===== src/rtl/corner_point_suppression_table_macros.svh =====
// ----------------------------------------------------------------------------
// Corner point suppression table: assertion macros
// Shared concurrent assertion forms used by the RTL.
// ----------------------------------------------------------------------------
`ifndef CORNER_POINT_SUPPRESSION_TABLE_MACROS_SVH
`define CORNER_POINT_SUPPRESSION_TABLE_MACROS_SVH

// Same-cycle implication, disabled while in reset
`define CPST_ASSERT_IMP(label, clk, rst_n, ante, cons, msg) \
  label: assert property (@(posedge clk) disable iff (!rst_n) (ante) |-> (cons)) \
    else $error(msg);

// Next-cycle implication, disabled while in reset
`define CPST_ASSERT_NXT(label, clk, rst_n, ante, cons, msg) \
  label: assert property (@(posedge clk) disable iff (!rst_n) (ante) |=> (cons)) \
    else $error(msg);

`endif


===== src/rtl/cpst_pkg.sv =====
// ----------------------------------------------------------------------------
// Corner point suppression table package
// Field widths, payload structs, codes and control/status types.
// ----------------------------------------------------------------------------
`timescale 1ns / 1ps

package cpst_pkg;

  localparam int unsigned TABLE_DEPTH_DEF = 1024;
  localparam int unsigned COORD_BITS_DEF  = 12;

  localparam int unsigned CMD_W       = 2;
  localparam int unsigned POS_W       = 12;
  localparam int unsigned STR_W       = 8;
  localparam int unsigned SLOT_W      = 10;
  localparam int unsigned ACT_W       = 3;
  localparam int unsigned COUNT_W     = 11;
  localparam int unsigned DIAM_W      = 6;
  localparam int unsigned CFG_DATA_W  = 8;
  // Wide enough for any table index or count the parameter range allows
  localparam int unsigned EXT_W       = 17;
  // Wide enough for any coordinate the parameter range allows
  localparam int unsigned COORD_EXT_W = 16;

  localparam logic [STR_W-1:0]  MIN_RESPONSE_RST   = 8'd100;
  localparam logic [DIAM_W-1:0] POINT_DIAMETER_RST = 6'd6;

  typedef enum logic [CMD_W-1:0] {
    CMD_OFFER = 2'd0,
    CMD_READ  = 2'd1,
    CMD_CLEAR = 2'd2,
    CMD_NOP   = 2'd3
  } cpst_cmd_e;

  typedef enum logic [ACT_W-1:0] {
    ACT_BELOW      = 3'd0,
    ACT_APPENDED   = 3'd1,
    ACT_REPLACED   = 3'd2,
    ACT_SUPPRESSED = 3'd3,
    ACT_FULL       = 3'd4,
    ACT_DONE       = 3'd5
  } cpst_act_e;

  typedef enum logic [0:0] {
    REG_MIN_RESPONSE   = 1'b0,
    REG_POINT_DIAMETER = 1'b1
  } cpst_cfg_reg_e;

  typedef enum logic [2:0] {
    FIN_BELOW    = 3'd0,
    FIN_REPLACE  = 3'd1,
    FIN_SCAN_END = 3'd2,
    FIN_READ     = 3'd3,
    FIN_CLEAR    = 3'd4,
    FIN_OTHER    = 3'd5
  } cpst_fin_e;

  typedef enum logic [1:0] {
    ST_IDLE   = 2'd0,
    ST_DECIDE = 2'd1,
    ST_SCAN   = 2'd2,
    ST_FINISH = 2'd3
  } cpst_state_e;

  typedef struct packed {
    logic [CMD_W-1:0]  command;
    logic [POS_W-1:0]  pos_x;
    logic [POS_W-1:0]  pos_y;
    logic [STR_W-1:0]  strength;
    logic [SLOT_W-1:0] read_slot;
  } cpst_in_t;

  typedef struct packed {
    logic [ACT_W-1:0]   action;
    logic [SLOT_W-1:0]  slot;
    logic [COUNT_W-1:0] entry_count;
    logic [POS_W-1:0]   out_x;
    logic [POS_W-1:0]   out_y;
    logic [STR_W-1:0]   out_strength;
    logic               entry_valid;
  } cpst_out_t;

  typedef struct packed {
    logic      capture;
    logic      scan_start;
    logic      scan_issue;
    logic      read_issue;
    logic      load_out;
    cpst_fin_e fin_op;
  } cpst_ctrl_t;

  typedef struct packed {
    cpst_cmd_e cmd;
    logic      below;
    logic      count_zero;
    logic      issue_done;
    logic      hit_replace;
    logic      scan_last;
  } cpst_stat_t;

endpackage


===== src/rtl/cpst_ctrl.sv =====
// ----------------------------------------------------------------------------
// Corner point suppression table controller
// Sequences capture, table scan, read and result hand-off for one item.
// ----------------------------------------------------------------------------
`timescale 1ns / 1ps

module cpst_ctrl import cpst_pkg::*; (
  input  logic       clk_i,
  input  logic       rst_ni,
  input  logic       in_valid_i,
  output logic       in_stall_o,
  output logic       out_valid_o,
  input  logic       out_stall_i,
  input  cpst_stat_t stat_i,
  output cpst_ctrl_t ctrl_o
);

  cpst_state_e state_q, state_d;
  cpst_fin_e   fin_q, fin_d;
  logic        out_valid_q, out_valid_d;
  logic        out_free;

  assign out_free = !out_valid_q || !out_stall_i;

  always_ff @(posedge clk_i or negedge rst_ni) begin
    if (!rst_ni) begin
      state_q     <= ST_IDLE;
      fin_q       <= FIN_OTHER;
      out_valid_q <= 1'b0;
    end else begin
      state_q     <= state_d;
      fin_q       <= fin_d;
      out_valid_q <= out_valid_d;
    end
  end

  always_comb begin
    state_d       = state_q;
    fin_d         = fin_q;
    ctrl_o        = '0;
    ctrl_o.fin_op = fin_q;
    unique case (state_q)
      ST_IDLE: begin
        if (in_valid_i) begin
          ctrl_o.capture = 1'b1;
          state_d        = ST_DECIDE;
        end
      end
      ST_DECIDE: begin
        state_d = ST_FINISH;
        unique case (stat_i.cmd)
          CMD_OFFER: begin
            priority if (stat_i.below) begin
              fin_d = FIN_BELOW;
            end else begin
              ctrl_o.scan_start = 1'b1;
              fin_d             = FIN_SCAN_END;
              if (!stat_i.count_zero) begin
                state_d = ST_SCAN;
              end
            end
          end
          CMD_READ: begin
            ctrl_o.read_issue = 1'b1;
            fin_d             = FIN_READ;
          end
          CMD_CLEAR: fin_d = FIN_CLEAR;
          CMD_NOP:   fin_d = FIN_OTHER;
        endcase
      end
      ST_SCAN: begin
        // stop on the first replaceable overlap, drop any read in flight
        priority if (stat_i.hit_replace) begin
          fin_d   = FIN_REPLACE;
          state_d = ST_FINISH;
        end else if (stat_i.scan_last) begin
          fin_d   = FIN_SCAN_END;
          state_d = ST_FINISH;
        end else begin
          ctrl_o.scan_issue = !stat_i.issue_done;
        end
      end
      ST_FINISH: begin
        if (out_free) begin
          ctrl_o.load_out = 1'b1;
          state_d         = ST_IDLE;
        end
      end
    endcase
  end

  always_comb begin
    out_valid_d = out_valid_q;
    if (ctrl_o.load_out) begin
      out_valid_d = 1'b1;
    end else if (!out_stall_i) begin
      out_valid_d = 1'b0;
    end
  end

  assign in_stall_o  = state_q != ST_IDLE;
  assign out_valid_o = out_valid_q;

endmodule


===== config.mk =====
export PLATFORM = sky130hd
export DESIGN_NAME = cpst_ctrl
export DESIGN_NICKNAME = d
export VERILOG_FILES = /design/src/rtl/corner_point_suppression_table_macros.svh /design/src/rtl/cpst_pkg.sv /design/src/rtl/cpst_ctrl.sv
export SDC_FILE = /design/constraint.sdc
export NUM_CORES = 1
export LEC_CHECK = 0
export BUFFER_PORTS_ARGS = -buffer_cell sky130_fd_sc_hd__buf_2
export CAP_MARGIN = 20
export CORE_AREA = 5 5 42 44
export CTS_CLUSTER_DIAMETER = 40
export DETAILED_ROUTE_END_ITERATION = 6
export DIE_AREA = 0 0 47 49
export SYNTH_ARGS = -nofsm -noshare
export SYNTH_HDL_FRONTEND = slang
export SYNTH_SLANG_ARGS = --single-unit

===== constraint.sdc =====
create_clock -name clk_i -period 2.25 [get_ports clk_i]
set_clock_uncertainty 0.2 [all_clocks]
set_input_delay 0.3375 -clock clk_i [delete_from_list [all_inputs] [get_ports clk_i]]
set_output_delay 0.3375 -clock clk_i [all_outputs]
set_load 0.1 [all_outputs]

Yosys cells after proc, flatten, opt, wreduce, memory -nomap -nowiden
Cells that the tools add are included.
W data, S select, Z words.
{ "totals": {"inputBits": 11, "regBits": 6} }
{ "classes": {"reduce_logical": 10, "n_eq_ne": 10, "n_mux": 27} }
{ "ops": {"columns": ["operator", "n"], "rows": [
  ["$mux W1", 17],
  ["$pmux W3 S4", 1],
  ["$mux W2", 5],
  ["$eq A2 B2 Y1 const B", 4],
  ["$pmux W2 S4", 1],
  ["$mux W3", 2],
  ["$pmux W3 S2", 1],
  ["$eq A2 B1 Y1 const B", 2],
  ["$logic_not A2 Y1", 2],
  ["$ne A2 B2 Y1 const B", 2],
  ["$reduce_bool A2 Y1", 2],
  ["$logic_not A1 Y1", 3],
  ["$ne A3 B3 Y1 const B", 1],
  ["$reduce_and A3 Y1", 1],
  ["$ne A2 B1 Y1 const B", 1],
  ["$reduce_and A2 Y1", 1],
  ["$logic_or A1 B1 Y1", 1]
]} }

Depth between registers and ports, before layout
{ "logic_depth": {"depth_word": 5, "depth_mapped": 6, "mapped_depth_nobuf": 5} }

Worst setup path after synthesis
OpenSTA, ideal clock, no wires.
{ "synth_timing": {"kind": "reg2out", "startpoint": "register state_q[1]", "endpoint": "output port ctrl_o[6] (netlist name)", "slack_ns": -2.281, "t_required_ns": 1.712, "path_stages_with_launch": 5, "n_path_buf": 1, "arrival_time_ns": 3.993, "cell_sequence": "dfrtp_1 inv_1 ha_1 clkbuf_1 nor4b_1"} }
{ "synth_rtl": {"columns": ["item", "line_no", "text"], "rows": [
  ["start: declaration", "cpst_ctrl.sv:18", "cpst_state_e state_q, state_d;"],
  ["start signal: assignment", "cpst_ctrl.sv:31", "state_q <= state_d;"],
  ["end: declaration", "cpst_ctrl.sv:15", "output cpst_ctrl_t ctrl_o"]
]} }

==> summary.txt <==
Status
  • Outcome: finished, final reports clean

Yosys
  • Syn Area/Cell: 10.1 um^2
  • Main flop type after synthesis: dfrtp_1
  • Mapped Area: 464 um^2
  • Flops & latches, synth: 6
  • Sequential-to-total area share from yosys stat: 0.329
  • Post-synth EDFFs: 0
  • Mapped Cells: 46
  • Fraction of registers with async set/reset: 1.00
  • Syn_nets: 62
  • Library cells used by synthesis: 30
  • Ys Warns: 0

Clock tree
  • Clock tree buffer depth: 2
  • CTS root buffer: clkbuf_4
  • H-tree depth: 1
  • CTS buffer count: 3
  • Clock transition at the registers of the reported paths: around 0.050 ns
  • CTS tree: yes
  • Clk_lat worst skew: 0.25 ns
  • Clock sink count: 6

Hold path
  • Hold Path Class: in2reg
  • Hold Path Sink: out_valid_o$_DFFE_PN0P_
  • Hold Path Stages: 2
  • Hold Crit Start: out_stall_i

Worst setup path
  • Critical path's top delay family: simple AND/OR/NAND/NOR gates
  • WP buf/inv: 2
  • Flop-to-flop setup slack: 0.32 ns
  • R2R Path Start: state_q[0]$_DFFE_PN0P_
  • Crit. path cell count: 5
  • Crit start category: flip-flop
  • Reg2reg path depth: 6
  • CP Class: reg2out
  • CP cell instances: inv_2 > ha_4 > or3b_4 > nor2_4 > buf_12
  • Max incr delay on CP: 0.41 ns
  • Critical-path top delay cell: dfrtp_1
  • R2R Path End: state_q[1]$_DFFE_PN0P_
  • Crit-path max FO: 6
  • Worst Path Required: roughly 1.7 ns
  • Worst setup EP type: output port
  • Worst EP arrival: about 1.6 ns

Floorplanning
  • DIE WIDTH: 47 um
  • Die area: 2300 um^2
  • Core footprint: around 1400 um^2
  • Die Span Y: 49 um
  • # IOs: 21
  • Row Count: 14
  • Initial Util: 0.331

Detailed routing
  • Starting DRT DRC Count: 0
  • Routed len/inst: 12.9 um
  • Number of vias per cell: 4.93
  • Drt total wl: 1120 um
  • Drc violations: 0
  • ANT nets after route: 0
  • Vias: 429
  • Drt first pass iters: 1

Placed design
  • Gpl congestion: between 0.7 and 0.8
  • Placed cells: 80
  • DP HPWL: 912 um
  • Worst slack at placement: 0.170 ns
  • I/O Buffers: 20

Global routing
  • Global-route wire length before repair: around 1900 um
  • Largest net degree at the start of global routing: 9
  • Initial antenna violation count: 0
  • Vias in the first global route: 465
  • Grt ovf: 0
  • All-layer global routing usage: 0.117

Timing
  • Final setup violation count: 0
  • Endpoints failing hold: 0
  • Actual slew at the worst max-slew pin: 0.493 ns
  • Headroom to the max-slew limit: 0.674
  • Fmax: 461 MHz
  • Min Tclk post-route: 2.17 ns
  • Setup TNS: 0 ns
  • RSZ-0062 raised after global routing: true
  • Tcrit/Tclk final: 0.963
  • Count of pins over their slew limit: 0
  • Final WS setup: 0.0829 ns

Layout
  • # fillers: 136
  • Finished Layout Cells: between 80 and 90
  • Synth-to-Final Area Change: 52.3%
  • Nets: between 80 and 90
  • Layout cells sized above 1: 0.535
  • N_diodes: 0

Run
  • Max_cap viols: 0
==> cell usage in the layout, fill, tap and decap left out, drive strengths merged, types with 2 or more instances in the layout <==
master | Yosys | final
nand3 | 2 | 2
a21oi | 3 | 3
clkbuf | 1 | 4
dfrtp | 4 | 4
buf | 1 | 22
ha | 5 | 5
dfstp | 2 | 2
nor2b | 2 | 2
inv | 6 | 6
==> worst max path at each step <==
stage,from,endpoint
finish,state_q[0]$_DFFE_PN0P_,ctrl_o[5]
global route,state_q[1]$_DFFE_PN0P_,ctrl_o[3]
CTS,state_q[0]$_DFFE_PN0P_,ctrl_o[5]
detailed placement,state_q[0]$_DFFE_PN0P_,ctrl_o[5]
global placement,state_q[0]$_DFFE_PN0P_,ctrl_o[5]
floorplan,state_q[1]$_DFFE_PN0P_,ctrl_o[6]
==> cell type report <==
type | instances | area, um^2 | area share
tap | 16 | 20.0 | 0.0283
sequential | 6 | 153 | 0.216
inverter | 6 | 22.5 | 0.0319
multi-input combinational | 32 | 315 | 0.446
clock buffer | 4 | 26.3 | 0.0372
timing repair buffer | 23 | 170 | 0.241
==> sequential cells by signal, indices dropped and copies added, names as in the netlist <==
signal	cells
fin_q	3
out_valid_o	1
state_q	2
==> layer usage <==
layer,track usage,part of all wire,vias up
met4,0.0645,0.025,0
met3,0.0554,0.10,5
met2,0.183,0.51,17
li1,-,-,210
met5,0,0,-
met1,0.123,0.37,197
==> through the flow <==
step / utilization / hold slack [ns] / area (um^2)
2_1_floorplan: - / -0.158 / 487
3_3_place_gp: 0.457 / -0.0379 / 641
3_5_place_dp: 0.457 / -0.0375 / 641
4_1_cts: 0.490 / 0.131 / 687
5_1_grt: 0.504 / 0.156 / 707
6_report: 0.504 / 0.145 / 707
==> cells by family after synthesis <==
family	share of synthesized area
adder cells (fa/ha/maj)	0.135
multiplexers	0.0539
buffers and inverters	0.0728
AND/OR/NAND/NOR	0.229
AO/OA/AOI/OAI	0.181
flip-flops	0.329
==> what timing repair did <==
action / 4_1_cts / 5_1_grt
cloned: 0 / 0
buffers inserted: 1 / 1
endpoints found under the hold margin: 6 / 0
pin swaps: 0 / 0
resized for setup: 2 / 2
hold buffers: 1 / 0
setup endpoints to repair: 1 / 2
==> worst register-to-register path, stage by stage (launching register included) <==
cell and delay, ns:
dfrtp_1 0.41, inv_2 0.11, ha_4 0.16, or3b_4 0.40
buf_4 0.16, nand3_4 0.06, mux2_4 0.30
==> synthesized netlist by cell type, types with 2 or more instances <==
library cell,n,share of area
inv_1,6,0.049
ha_1,5,0.13
dfrtp_1,4,0.22
a21oi_1,3,0.032
dfstp_2,2,0.11
nor2b_1,2,0.027
Power is not shown: default switching activity piles up to over one toggle a cycle in this logic, so the estimate is an artifact.
